===== src/rtl/core/cdr_pkg.sv =====
package cdr_pkg;

    localparam int HDR_LEN         = 12;
    localparam int REC_LEN         = 16;
    localparam int IDX_W           = 4;
    localparam int QUEUE_DEPTH_DEF = 4;

    localparam logic [IDX_W-1:0] HDR_FLAGS_IDX   = 4'd2;
    localparam logic [IDX_W-1:0] HDR_ANCOUNT_HI  = 4'd6;
    localparam logic [IDX_W-1:0] HDR_ANCOUNT_LO  = 4'd7;
    localparam logic [IDX_W-1:0] HDR_LAST_IDX    = 4'(HDR_LEN - 1);
    localparam logic [IDX_W-1:0] REC_LAST_IDX    = 4'(REC_LEN - 1);
    localparam logic [7:0]       QR_BIT          = 8'h80;

    typedef struct packed {
        logic       flush;
        logic       last;
        logic [7:0] data;
    } cmd_t;

    typedef struct packed {
        logic hdr_busy;
        logic collecting;
    } front_status_t;

    function automatic logic [7:0] hdr_byte(input logic [IDX_W-1:0] idx,
                                            input logic [7:0] b);
        logic [7:0] r;
        r = b;
        unique case (idx)
            HDR_FLAGS_IDX:  r = b | QR_BIT;
            HDR_ANCOUNT_HI: r = 8'h00;
            HDR_ANCOUNT_LO: r = 8'h01;
            default:        r = b;
        endcase
        return r;
    endfunction

    // A record: name ptr C0 0C, type A, class IN, TTL 0, rdlength 4, address
    function automatic logic [7:0] rec_byte(input logic [IDX_W-1:0] idx,
                                            input logic [31:0] ip);
        logic [7:0] r;
        r = 8'h00;
        unique case (idx)
            4'd0:    r = 8'hC0;
            4'd1:    r = 8'h0C;
            4'd3:    r = 8'h01;
            4'd5:    r = 8'h01;
            4'd11:   r = 8'h04;
            4'd12:   r = ip[31:24];
            4'd13:   r = ip[23:16];
            4'd14:   r = ip[15:8];
            4'd15:   r = ip[7:0];
            default: r = 8'h00;
        endcase
        return r;
    endfunction

endpackage


===== src/rtl/core/cdr_if.sv =====
interface cdr_in_if;
    logic       valid;
    logic       ready;
    logic [7:0] in_byte;
    logic       in_last;

    modport source (output valid, output in_byte, output in_last, input ready);
    modport sink   (input valid, input in_byte, input in_last, output ready);
endinterface

interface cdr_out_if;
    logic       valid;
    logic       ready;
    logic [7:0] out_byte;
    logic       out_last;

    modport source (output valid, output out_byte, output out_last, input ready);
    modport sink   (input valid, input out_byte, input out_last, output ready);
endinterface

interface cdr_cfg_if;
    logic        valid;
    logic        ready;
    logic [31:0] answer_ipv4_address;

    modport source (output valid, output answer_ipv4_address, input ready);
    modport sink   (input valid, input answer_ipv4_address, output ready);
endinterface


===== src/rtl/core/cdr_front.sv =====
module cdr_front
    import cdr_pkg::*;
(
    input  logic                       clk,
    input  logic                       rst_n,
    cdr_in_if.sink                     in_ch,
    input  logic                       q_full,
    output logic                       q_push,
    output cmd_t                       q_cmd,
    input  logic                       hdr_release,
    output logic [HDR_LEN-1:0][7:0]    hdr,
    output front_status_t              status
);

    localparam logic [1:0] MODE_COLLECT = 2'd0;
    localparam logic [1:0] MODE_PASS    = 2'd1;
    localparam logic [1:0] MODE_DROP    = 2'd2;

    logic [1:0]             mode_reg, mode_next;
    logic [IDX_W-1:0]       pos_reg, pos_next;
    logic                   hdr_busy_reg, hdr_busy_next;
    logic [HDR_LEN-1:0][7:0] hdr_reg;

    logic             accept;
    logic             collecting;
    logic [IDX_W-1:0] pos_eff;
    logic             hdr_ok;

    assign collecting  = (mode_reg == MODE_COLLECT);
    assign in_ch.ready = !q_full && !(collecting && hdr_busy_reg);
    assign accept      = in_ch.valid && in_ch.ready;
    assign pos_eff     = (pos_reg >= HDR_LAST_IDX) ? HDR_LAST_IDX : pos_reg;

    // byte 11 is checked straight off the input
    assign hdr_ok = (hdr_reg[2][7:3] == 5'd0) && (hdr_reg[4] == 8'h00)
                 && (hdr_reg[5] == 8'h01) && (hdr_reg[6] == 8'h00)
                 && (hdr_reg[7] == 8'h00) && (hdr_reg[8] == 8'h00)
                 && (hdr_reg[9] == 8'h00) && (hdr_reg[10] == 8'h00)
                 && (in_ch.in_byte == 8'h00);

    always_comb
    begin
        mode_next     = mode_reg;
        pos_next      = pos_reg;
        q_push        = 1'b0;
        q_cmd.flush   = 1'b0;
        q_cmd.last    = in_ch.in_last;
        q_cmd.data    = in_ch.in_byte;
        hdr_busy_next = hdr_busy_reg;
        if (hdr_release)
        begin
            hdr_busy_next = 1'b0;
        end
        if (accept)
        begin
            unique case (mode_reg)
                MODE_COLLECT:
                begin
                    if (pos_eff == HDR_LAST_IDX)
                    begin
                        pos_next = '0;
                        if (hdr_ok)
                        begin
                            q_push        = 1'b1;
                            q_cmd.flush   = 1'b1;
                            hdr_busy_next = 1'b1;
                            mode_next     = in_ch.in_last ? MODE_COLLECT : MODE_PASS;
                        end
                        else
                        begin
                            mode_next = in_ch.in_last ? MODE_COLLECT : MODE_DROP;
                        end
                    end
                    else if (in_ch.in_last)
                    begin
                        pos_next = '0;
                    end
                    else
                    begin
                        pos_next = pos_eff + 4'd1;
                    end
                end
                MODE_PASS:
                begin
                    q_push = 1'b1;
                    if (in_ch.in_last)
                    begin
                        mode_next = MODE_COLLECT;
                        pos_next  = '0;
                    end
                end
                default:
                begin
                    if (in_ch.in_last)
                    begin
                        mode_next = MODE_COLLECT;
                        pos_next  = '0;
                    end
                end
            endcase
        end
    end

    always_ff @(posedge clk or negedge rst_n)
    begin
        if (!rst_n)
        begin
            mode_reg     <= MODE_COLLECT;
            pos_reg      <= '0;
            hdr_busy_reg <= 1'b0;
        end
        else
        begin
            mode_reg     <= mode_next;
            pos_reg      <= pos_next;
            hdr_busy_reg <= hdr_busy_next;
        end
    end

    always_ff @(posedge clk)
    begin
        if (accept && collecting)
        begin
            hdr_reg[pos_eff] <= in_ch.in_byte;
        end
    end

    assign hdr               = hdr_reg;
    assign status.hdr_busy   = hdr_busy_reg;
    assign status.collecting = collecting;

endmodule


===== src/rtl/core/cdr_queue.sv =====
module cdr_queue
    import cdr_pkg::*;
#(
    parameter int DEPTH = QUEUE_DEPTH_DEF
)
(
    input  logic clk,
    input  logic rst_n,
    input  logic push,
    input  cmd_t push_cmd,
    input  logic pop,
    output cmd_t head,
    output logic full,
    output logic empty
);

    localparam int PTR_W = (DEPTH > 1) ? $clog2(DEPTH) : 1;
    localparam int CNT_W = $clog2(DEPTH + 1);
    localparam logic [PTR_W-1:0] PTR_MAX = PTR_W'(DEPTH - 1);
    localparam logic [CNT_W-1:0] CNT_MAX = CNT_W'(DEPTH);

    cmd_t             mem_reg [DEPTH];
    logic [PTR_W-1:0] wr_ptr_reg, wr_ptr_next;
    logic [PTR_W-1:0] rd_ptr_reg, rd_ptr_next;
    logic [CNT_W-1:0] cnt_reg, cnt_next;

    assign full  = (cnt_reg == CNT_MAX);
    assign empty = (cnt_reg == '0);
    assign head  = mem_reg[rd_ptr_reg];

    always_comb
    begin
        wr_ptr_next = wr_ptr_reg;
        rd_ptr_next = rd_ptr_reg;
        cnt_next    = cnt_reg;
        if (push)
        begin
            wr_ptr_next = (wr_ptr_reg == PTR_MAX) ? '0 : wr_ptr_reg + 1'b1;
        end
        if (pop)
        begin
            rd_ptr_next = (rd_ptr_reg == PTR_MAX) ? '0 : rd_ptr_reg + 1'b1;
        end
        if (push && !pop)
        begin
            cnt_next = cnt_reg + 1'b1;
        end
        else if (pop && !push)
        begin
            cnt_next = cnt_reg - 1'b1;
        end
    end

    always_ff @(posedge clk or negedge rst_n)
    begin
        if (!rst_n)
        begin
            wr_ptr_reg <= '0;
            rd_ptr_reg <= '0;
            cnt_reg    <= '0;
        end
        else
        begin
            wr_ptr_reg <= wr_ptr_next;
            rd_ptr_reg <= rd_ptr_next;
            cnt_reg    <= cnt_next;
        end
    end

    always_ff @(posedge clk)
    begin
        if (push)
        begin
            mem_reg[wr_ptr_reg] <= push_cmd;
        end
    end

endmodule


===== src/rtl/core/cdr_back.sv =====
module cdr_back
    import cdr_pkg::*;
(
    input  logic                    clk,
    input  logic                    rst_n,
    input  logic                    q_empty,
    input  cmd_t                    q_cmd,
    output logic                    q_pop,
    output logic                    hdr_release,
    input  logic [HDR_LEN-1:0][7:0] hdr,
    input  logic [31:0]             ip,
    cdr_out_if.source               out_ch
);

    localparam logic [1:0] ST_IDLE = 2'd0;
    localparam logic [1:0] ST_HDR  = 2'd1;
    localparam logic [1:0] ST_REC  = 2'd2;

    logic [1:0]       state_reg, state_next;
    logic [IDX_W-1:0] idx_reg, idx_next;
    logic             hdr_last_reg, hdr_last_next;
    logic             out_valid_reg, out_valid_next;
    logic [7:0]       out_byte_reg, out_byte_next;
    logic             out_last_reg, out_last_next;
    logic             slot_free;

    assign slot_free = !out_valid_reg || out_ch.ready;

    always_comb
    begin
        state_next     = state_reg;
        idx_next       = idx_reg;
        hdr_last_next  = hdr_last_reg;
        out_valid_next = out_valid_reg;
        out_byte_next  = out_byte_reg;
        out_last_next  = out_last_reg;
        q_pop          = 1'b0;
        hdr_release    = 1'b0;
        if (slot_free)
        begin
            out_valid_next = 1'b0;
            out_last_next  = 1'b0;
            unique case (state_reg)
                ST_IDLE:
                begin
                    if (!q_empty)
                    begin
                        q_pop          = 1'b1;
                        out_valid_next = 1'b1;
                        if (q_cmd.flush)
                        begin
                            out_byte_next = hdr_byte('0, hdr[0]);
                            idx_next      = 4'd1;
                            hdr_last_next = q_cmd.last;
                            state_next    = ST_HDR;
                        end
                        else
                        begin
                            out_byte_next = q_cmd.data;
                            idx_next      = '0;
                            if (q_cmd.last)
                            begin
                                state_next = ST_REC;
                            end
                        end
                    end
                end
                ST_HDR:
                begin
                    out_valid_next = 1'b1;
                    out_byte_next  = hdr_byte(idx_reg, hdr[idx_reg]);
                    if (idx_reg == HDR_LAST_IDX)
                    begin
                        hdr_release = 1'b1;
                        idx_next    = '0;
                        state_next  = hdr_last_reg ? ST_REC : ST_IDLE;
                    end
                    else
                    begin
                        idx_next = idx_reg + 4'd1;
                    end
                end
                ST_REC:
                begin
                    out_valid_next = 1'b1;
                    out_byte_next  = rec_byte(idx_reg, ip);
                    if (idx_reg == REC_LAST_IDX)
                    begin
                        out_last_next = 1'b1;
                        idx_next      = '0;
                        state_next    = ST_IDLE;
                    end
                    else
                    begin
                        idx_next = idx_reg + 4'd1;
                    end
                end
                default:
                begin
                    state_next = ST_IDLE;
                end
            endcase
        end
    end

    always_ff @(posedge clk or negedge rst_n)
    begin
        if (!rst_n)
        begin
            state_reg     <= ST_IDLE;
            idx_reg       <= '0;
            hdr_last_reg  <= 1'b0;
            out_valid_reg <= 1'b0;
        end
        else
        begin
            state_reg     <= state_next;
            idx_reg       <= idx_next;
            hdr_last_reg  <= hdr_last_next;
            out_valid_reg <= out_valid_next;
        end
    end

    always_ff @(posedge clk)
    begin
        out_byte_reg <= out_byte_next;
        out_last_reg <= out_last_next;
    end

    assign out_ch.valid    = out_valid_reg;
    assign out_ch.out_byte = out_byte_reg;
    assign out_ch.out_last = out_last_reg;

endmodule


===== src/rtl/core/captive_dns_responder.sv =====
// Channel  Dir  Payload                      Item
// in_ch    in   in_byte[7:0], in_last        one query byte
// out_ch   out  out_byte[7:0], out_last      one response byte
// cfg      in   answer_ipv4_address[31:0]    address write
//
// Input takes one byte per cycle; the front classifies it and queues at most
// one command per byte (QUEUE_DEPTH entries) for the back sequencer.
// The back emits one byte per cycle while out_ch is ready: 12-byte header
// burst, body bytes 1:1, then a 16-byte answer record; output is one
// registered stage. Input stalls when the queue is full, or when a new
// header would start while the back still reads out the previous header,
// until the back releases it on loading the last header byte.
// Reset is asynchronous; no clearing pass, header storage is not reset.
module captive_dns_responder
    import cdr_pkg::*;
#(
    parameter int QUEUE_DEPTH = QUEUE_DEPTH_DEF
)
(
    input  logic       clk,
    input  logic       rst_n,
    cdr_in_if.sink     in_ch,
    cdr_out_if.source  out_ch,
    cdr_cfg_if.sink    cfg
);

    logic [31:0]              ip_reg;
    logic                     q_push;
    logic                     q_pop;
    logic                     q_full;
    logic                     q_empty;
    cmd_t                     push_cmd;
    cmd_t                     head_cmd;
    logic                     hdr_release;
    logic [HDR_LEN-1:0][7:0]  hdr;
    front_status_t            front_status;

    assign cfg.ready = 1'b1;

    always_ff @(posedge clk or negedge rst_n)
    begin
        if (!rst_n)
        begin
            ip_reg <= '0;
        end
        else if (cfg.valid)
        begin
            ip_reg <= cfg.answer_ipv4_address;
        end
    end

    cdr_front u_front (
        .clk         (clk),
        .rst_n       (rst_n),
        .in_ch       (in_ch),
        .q_full      (q_full),
        .q_push      (q_push),
        .q_cmd       (push_cmd),
        .hdr_release (hdr_release),
        .hdr         (hdr),
        .status      (front_status)
    );

    cdr_queue #(
        .DEPTH (QUEUE_DEPTH)
    ) u_queue (
        .clk      (clk),
        .rst_n    (rst_n),
        .push     (q_push),
        .push_cmd (push_cmd),
        .pop      (q_pop),
        .head     (head_cmd),
        .full     (q_full),
        .empty    (q_empty)
    );

    cdr_back u_back (
        .clk         (clk),
        .rst_n       (rst_n),
        .q_empty     (q_empty),
        .q_cmd       (head_cmd),
        .q_pop       (q_pop),
        .hdr_release (hdr_release),
        .hdr         (hdr),
        .ip          (ip_reg),
        .out_ch      (out_ch)
    );

    a_no_pop_empty: assert property (@(posedge clk) disable iff (!rst_n)
        q_pop |-> !q_empty)
        else $error("queue popped while empty");

    a_no_push_full: assert property (@(posedge clk) disable iff (!rst_n)
        q_push |-> !q_full)
        else $error("queue pushed while full");

    a_release_busy: assert property (@(posedge clk) disable iff (!rst_n)
        hdr_release |-> front_status.hdr_busy)
        else $error("header released while not held");

    a_no_hdr_overwrite: assert property (@(posedge clk) disable iff (!rst_n)
        (in_ch.valid && in_ch.ready) |-> !(front_status.collecting && front_status.hdr_busy))
        else $error("header written while being read out");

endmodule


===== src/flat_wrapper.sv =====
// flat-port wrapper written by rule: the top's interface ports become plain ports
module captive_dns_responder_flat import cdr_pkg::*;
#(
    parameter int QUEUE_DEPTH = QUEUE_DEPTH_DEF
)
  (clk, rst_n, in_ch_valid, in_ch_in_byte, in_ch_in_last, in_ch_ready, out_ch_valid, out_ch_out_byte, out_ch_out_last, out_ch_ready, cfg_valid, cfg_answer_ipv4_address, cfg_ready);
  cdr_in_if in_ch_i ();
  cdr_out_if out_ch_i ();
  cdr_cfg_if cfg_i ();
  input  logic clk;
  input  logic rst_n;
  input wire logic [$bits(in_ch_i.valid)-1:0] in_ch_valid;
  input wire logic [$bits(in_ch_i.in_byte)-1:0] in_ch_in_byte;
  input wire logic [$bits(in_ch_i.in_last)-1:0] in_ch_in_last;
  output wire logic [$bits(in_ch_i.ready)-1:0] in_ch_ready;
  output wire logic [$bits(out_ch_i.valid)-1:0] out_ch_valid;
  output wire logic [$bits(out_ch_i.out_byte)-1:0] out_ch_out_byte;
  output wire logic [$bits(out_ch_i.out_last)-1:0] out_ch_out_last;
  input wire logic [$bits(out_ch_i.ready)-1:0] out_ch_ready;
  input wire logic [$bits(cfg_i.valid)-1:0] cfg_valid;
  input wire logic [$bits(cfg_i.answer_ipv4_address)-1:0] cfg_answer_ipv4_address;
  output wire logic [$bits(cfg_i.ready)-1:0] cfg_ready;
  assign in_ch_i.valid = in_ch_valid;
  assign in_ch_i.in_byte = in_ch_in_byte;
  assign in_ch_i.in_last = in_ch_in_last;
  assign in_ch_ready = in_ch_i.ready;
  assign out_ch_valid = out_ch_i.valid;
  assign out_ch_out_byte = out_ch_i.out_byte;
  assign out_ch_out_last = out_ch_i.out_last;
  assign out_ch_i.ready = out_ch_ready;
  assign cfg_i.valid = cfg_valid;
  assign cfg_i.answer_ipv4_address = cfg_answer_ipv4_address;
  assign cfg_ready = cfg_i.ready;
  captive_dns_responder #(.QUEUE_DEPTH(QUEUE_DEPTH)) u_core (.clk(clk), .rst_n(rst_n), .in_ch(in_ch_i), .out_ch(out_ch_i), .cfg(cfg_i));
endmodule

===== config.mk =====
export PLATFORM = sky130hd
export DESIGN_NAME = captive_dns_responder_flat
export DESIGN_NICKNAME = d
export VERILOG_FILES = /design/src/rtl/core/cdr_pkg.sv /design/src/rtl/core/cdr_if.sv /design/src/rtl/core/cdr_front.sv /design/src/rtl/core/cdr_queue.sv /design/src/rtl/core/cdr_back.sv /design/src/rtl/core/captive_dns_responder.sv /design/src/flat_wrapper.sv
export SDC_FILE = /design/constraint.sdc
export NUM_CORES = 1
export LEC_CHECK = 0
export BUFFER_PORTS_ARGS = -buffer_cell sky130_fd_sc_hd__buf_2
export CAP_MARGIN = 20
export CORE_UTILIZATION = 49
export CTS_CLUSTER_DIAMETER = 200
export CTS_CLUSTER_SIZE = 30
export DETAILED_ROUTE_END_ITERATION = 6
export PLACE_DENSITY = 0.67
export SYNTH_ARGS = -nofsm -noshare
export SYNTH_HDL_FRONTEND = slang
export SYNTH_SLANG_ARGS = --single-unit

===== constraint.sdc =====
create_clock -name clk -period 3.6 [get_ports clk]
set_input_delay 0.54 -clock clk [delete_from_list [all_inputs] [get_ports clk]]
set_output_delay 0.54 -clock clk [all_outputs]
set_load 0.02 [all_outputs]

==> results of run 1 <==
## routing by layer
metal / GRT usage / up-vias / wire, microns
met1: 0.316 / 2619 / 8200
met4: 0.0827 / 0 / 481
met2: 0.372 / 239 / 9750
met5: 0 / - / 0
met3: 0.0634 / 36 / 1830
li1: - / 2331 / -
## path summary, 6_finish.rpt
check / from / end / slack (ns) / depth (start not counted)
max: u_core.u_front.pos_reg[3] / u_core.u_queue.cnt_reg[1] / 0.56 / 12
min in group clk: cfg_answer_ipv4_address[12] / u_core.ip_reg[12] / 0.34 / 2
min: rst_n / u_core.u_queue.wr_ptr_reg[1] / 0.21 / 1
min reg2reg: u_core.ip_reg[5] / u_core.ip_reg[5] / 0.51 / 1
max reg2reg: u_core.u_front.pos_reg[3] / u_core.u_queue.cnt_reg[1] / 0.56 / 12
max in group asynchronous: rst_n / u_core.ip_reg[2] / 2.59 / 2
## cell families (layout without fill, tap and decap cells)
kind of cell               Yosys count  in the layout  share of synthesized area
DFF                                199            199                      0.648
and+or+nand+nor                    134            134                     0.0857
AOI/OAI and AO/OA                   82             82                     0.0662
muxes                               81             81                      0.145
buffers and inverters               47            116                     0.0239
adders and majority gates           19             19                     0.0279
xor gates and xnor gates             3              3                    0.00299
other                                1              1                   0.000426
## stage by stage
| step | utilization | hold WS (ns) |
|---|---|---|
| after floorplan | - | 0.244 |
| after global placement | 0.533 | 0.491 |
| after detailed placement | 0.533 | 0.497 |
| after CTS | 0.570 | 0.227 |
| after global routing | 0.570 | 0.252 |
| final | 0.570 | 0.209 |
## report_power, final
| part | total, mW | switching (mW) | internal [mW] | leakage, nW |
|---|---|---|---|---|
| sequential | 2.81 | 0.138 | 2.67 | 1.98 |
| clock | 2.04 | 0.907 | 1.13 | 0.311 |
| combinational | 1.57 | 0.938 | 0.632 | 1.35 |
## critical path, cell delays in order (launching register included)
cell     delay [ns]
dfrtp_1        0.48
a21oi_1        0.31
inv_1          0.12
ha_1           0.28
and2_1         0.20
nand3_2        0.11
nor3_2         0.06
a21oi_2        0.32
inv_1          0.09
ha_1           0.21
inv_1          0.08
fa_1           0.40
mux2_2         0.26
## synthesized netlist by cell type, drive strengths merged, types with 5 or more instances
master    n  share of area
and2     12         0.0088
nand4     9         0.0064
mux4     33          0.085
a22oi     6         0.0051
a22o      9         0.0090
buf      16          0.010
dfrtp    54           0.15
a221oi    6         0.0060
inv      20         0.0085
nor4     18          0.013
nor3      8         0.0057
mux2i    11          0.013
ha       18          0.026
nor2b     8         0.0057
nand2    24          0.010
o21ai    19          0.011
and3      5         0.0036
nand3     9         0.0057
a21oi    15          0.011
nor2     24          0.010
o22ai     5         0.0036
mux2     37          0.047
edfxtp  145           0.49
clkbuf   11         0.0051
## cell type report
cell class | count | area (sq um) | share of cell area
clock buffer | 17 | 425 | 0.0429
clock inverter | 15 | 210 | 0.0212
inverter | 20 | 75.1 | 0.00756
multi-input combinational | 320 | 2890 | 0.291
sequential | 199 | 5710 | 0.575
tap | 225 | 282 | 0.0284
timing repair buffer | 64 | 340 | 0.0343
==> flow_summary.yaml, run 1 <==
drt:
  drt_drc_violations_left: 0
  via_count: 5225
  wl_microns: 20300
  ant_nets: 0
  viasPerCell: 6.08
  first_pass_iters: 7
  avgRoutedWirePerCell_microns: 23.6
  drt_iter0_drc: 520
layout:
  syn2layout_area_growth_pct: 12.8
  largest_reg_flops: 96
  fin_area_sq_um: 9920
  layoutNonFillerInstCount: 860
  drive_gt1_frac: 0.271
  fillerInstances: 1342
  num_antenna_cells: 0
  final_nets: 687
  layout_common_cells: "edfxtp_1 (145), buf_2 (56), dfrtp_1 (54)"
  final_common_cell: "edfxtp_1"
clock_network:
  postCtsHoldBufs: 0
  clkSinkCount: 199
  cts_resized: 0
  path_clk_slew_ns: 0.07
  cts_tree: "built"
  clk_latency_ns: 0.44
  cts_setup_buffers: 0
  cts-buffers-inserted: 17
  clock_tree.root_cell: "clkbuf_16"
  ctsHtreeMaxLevel: 4
  clk_path_buf_depth: 2
sta:
  fin_crit_sh: 0.844
  period_needed_ns: 3.04
  finalMaxSlewViolations: 0
  tns_ns: 0
  final.setup.worst_slack_ns: 0.562
  setup_viol: 0
  slew_headroom: 0.362
  rsz0062_at_grt: "false"
  finClkSkew_ns: 0.0140
  clock.fmax_mhz: 329
  hold_violations: 0
  worst_pin_slew_ns: 0.957
yosys:
  ys_ff_latch: 199
  syn_area_sq_um: 8800
  seq_area_frac_synth: 0.648
  synth_cells: 566
  async_flop_share: 0.271
  synth_edf_count: 145
  synth.distinct_cells: 63
  ys_warn_count: 0
  syn_area_per_cell_sq_um: 15.6
  syn_nets: 631
  synth_ff_type: "edfxtp_1"
global_route:
  grt_pass1_vias: 5356
  grt_pass1_wl_microns: 31300
  grt.total_usage: 0.236
  grt_antenna_before_repair: 1
  grt_max_degree: 36
  grt_overflow: 0
placed_design:
  placed_area_sq_um: 9290
  place_ws_ns: 0.574
  io_buffers: 56
  routabilityCongestion: 0.894
  dp_hpwl_microns: 14200
  dpl.cell_count: 828
worst_setup_path:
  startpoint_type: "flip-flop"
  crit_path_end_kind: "flip-flop"
  cp.required_ns: 3.93
  cp_max_fo: 11
  path_class: "flip-flop to flip-flop"
  arrival_ns: 3.36
power:
  total_power_mw: 6.42
  p_leak_nw: 3.64
  ir_worst_vdd_mv: 0.389
  p_per_area_nw_per_um2: 646
floorplanning:
  die_x_microns: 136
  rows: 48
  initial_core_util: 0.505
  io_pins: 58
  dieArea_sq_um: 18500
  die_h_microns: 136
  design.core.area_sq_um: 17400
run_status:
  run_status: "complete, no violations"
run:
  cap_violations: 0
min_path:
  hp-class: "primary input to asynchronous set/reset pin"
No activity file was read; power rests on OpenSTA's default activity.
==> inputs of run 2 (changes only) <==
==> constraint.sdc (replaced) <==
create_clock -name clk -period 2.97 [get_ports clk]
set_input_delay 0.4455 -clock clk [delete_from_list [all_inputs] [get_ports clk]]
set_output_delay 0.4455 -clock clk [all_outputs]
set_load 0.02 [all_outputs]
==> run 2 against run 1 <==
Effect of this change: combinational power rose by 27%; clock power rose by 23%; setup slack got worse by 0.36 ns; flip-flop and latch count did not move; sequential share of layout area fell by 0.88 points; critical path type unchanged; largest power group unchanged; critical endpoint is now u_core.u_queue.cnt_reg[2].
==> flow_summary.yaml, run 2 (same netlist as run 1, synthesis figures left out) <==
run_status:
  run_status: "complete, no violations"
worst_setup_path:
  cp.required_ns: 3.33
  r2r_end: "u_core.u_queue.cnt_reg[2]"
  r2r_start: "u_core.u_front.hdr[21]"
  ff2ff_setup_slack_ns: 0.20
  cp_top_family: "simple AND/OR/NAND/NOR gates"
  worstPathCellList: "nor4_1, nand4_1, nor3_2, a21oi_4, inv_1, ha_1, inv_1, fa_1, xor2_1, nor2_1, xor2_1"
  crit_path_end_kind: "flip-flop"
  cp_max_fo: 7
  critical_path.startpoint: "u_core.u_front.hdr[21]"
  arrival_ns: 3.13
  ff2ff_path_depth: 11
  endpoint: "u_core.u_queue.cnt_reg[2]"
  cp_slowest_cell: "nor4_1"
  cp.depth: 11
  critical_path.max_stage_delay_ns: 0.46
  path_class: "flip-flop to flip-flop"
  startpoint_type: "flip-flop"
  critical_path_buf_inv_count: 2
floorplanning:
  io_pins: 58
  design.core.area_sq_um: 17400
  rows: 48
  die_x_microns: 136
  dieArea_sq_um: 18500
  die_h_microns: 136
  initial_core_util: 0.505
sta:
  hold_violations: 0
  fin_crit_sh: 0.931
  finClkSkew_ns: 0.0154
  slew_headroom: 0.477
  finalMaxSlewViolations: 0
  tns_ns: 0
  period_needed_ns: 2.77
  setup_viol: 0
  worst_pin_slew_ns: 0.785
  rsz0062_at_grt: "false"
  clock.fmax_mhz: 362
clock_network:
  ctsHtreeMaxLevel: 4
  path_clk_slew_ns: 0.07
  cts_setup_buffers: 0
  clock_tree.root_cell: "clkbuf_16"
  postCtsHoldBufs: 0
  cts_tree: "built"
  clk_path_buf_depth: 2
  clk_latency_ns: 0.44
  clkSinkCount: 199
  cts-buffers-inserted: 17
power:
  p_per_area_nw_per_um2: 782
  p_leak_nw: 3.74
  ir_worst_vdd_mv: 0.516
  total_power_mw: 7.88
drt:
  drt_iter0_drc: 467
  drt_drc_violations_left: 0
  viasPerCell: 6.02
  wl_microns: 20600
  avgRoutedWirePerCell_microns: 23.5
  first_pass_iters: 5
  via_count: 5280
  ant_nets: 0
layout:
  layout_common_cells: "edfxtp_1 (145), buf_2 (56), dfrtp_1 (53)"
  layoutNonFillerInstCount: 877
  num_antenna_cells: 0
  final_nets: 704
  fin_util: 0.579
  drive_gt1_frac: 0.294
  final_common_cell: "edfxtp_1"
  largest_reg_flops: 96
  syn2layout_area_growth_pct: 14.5
global_route:
  grt_antenna_before_repair: 1
  grt_overflow: 0
  grt.total_usage: 0.238
  grt_max_degree: 33
  grt_pass1_wl_microns: 31400
  grt_pass1_vias: 5358
placed_design:
  routabilityCongestion: 0.898
  io_buffers: 56
  dpl.cell_count: 845
  dp_hpwl_microns: 14800
run:
  cap_violations: 0
min_path:
  hp-class: "primary input to asynchronous set/reset pin"
-- run 2: cell count changes in the layout (fill, tap and decap cells not counted) --
cell        previous run  this run
nor3_4                 0         1
inv_12                 0         1
inv_8                  4         3
a21oi_2                2         1
inv_6                  4         3
dfrtp_1               54        53
clkinvlp_4             0         1
a21oi_4                1         2
clkinv_1               2         0
dfrtp_2                0         1
clkinv_4               0         2
buf_4                  8        25
nor3_2                 2         1
-- run 2: how the worst min path moves through the flow --
stage	startpoint	to	slack (ns)	cells past startpoint
final	rst_n	u_core.u_queue.rd_ptr_reg[0]	0.09	1
after CTS	rst_n	u_core.u_queue.wr_ptr_reg[0]	0.1	1
after global placement	u_core.ip_reg[30]	u_core.ip_reg[30]	0.49	1
after floorplan	rst_n	u_core.ip_reg[0]	0.15	0
after detailed placement	u_core.ip_reg[18]	u_core.ip_reg[18]	0.50	1
after global routing	rst_n	u_core.u_queue.rd_ptr_reg[0]	0.12	1
-- run 2: cell type report --
type                            instances  area, sq um
Tap cell                              225          282
Fill cell                            1356         7340
Clock buffer                           17          425
Timing Repair Buffer                   81          468
Inverter                               20         75.1
Sequential cell                       199         5710
Clock inverter                         15          224
Multi-Input combinational cell        320         2900
-- run 2: timing repair --
action | in CTS | in global routing
gates resized for setup | 0 | 3
hold endpoints to repair | 0 | 0
setup endpoints to repair | 0 | 2
-- run 2: where the power goes --
part | switching [mW] | total, mW | internal (mW)
logic | 1.17 | 1.99 | 0.815
registers | 0.164 | 3.40 | 3.24
clock network | 1.12 | 2.50 | 1.38
-- run 2: per-layer routing --
layer,part of all wire,vias to the layer above,track usage
met2,0.47,204,0.367
met3,0.070,42,0.0548
met5,0,-,0
li1,-,2364,-
met4,0.034,0,0.112
met1,0.42,2670,0.320
-- run 2: worst register-to-register path, stage by stage (launching register included) --
cell and delay (ns):
edfxtp_1 0.44, nor4_1 0.46, nand4_1 0.22, nor3_2 0.28, a21oi_4 0.14, inv_1 0.09
ha_1 0.18, inv_1 0.06, fa_1 0.38, xor2_1 0.17, nor2_1 0.13, xor2_1 0.15
-- run 2: metrics by stage --
step | cell area (sq um) | setup slack, ns | hold WS (ns)
2_1_floorplan | 8800 | 0.218 | 0.150
3_3_place_gp | 9420 | 0.245 | 0.491
3_5_place_dp | 9420 | 0.101 | 0.499
4_1_cts | 10100 | 0.0936 | 0.0954
5_1_grt | 10100 | 0.0292 | 0.117
6_report | 10100 | 0.205 | 0.0884
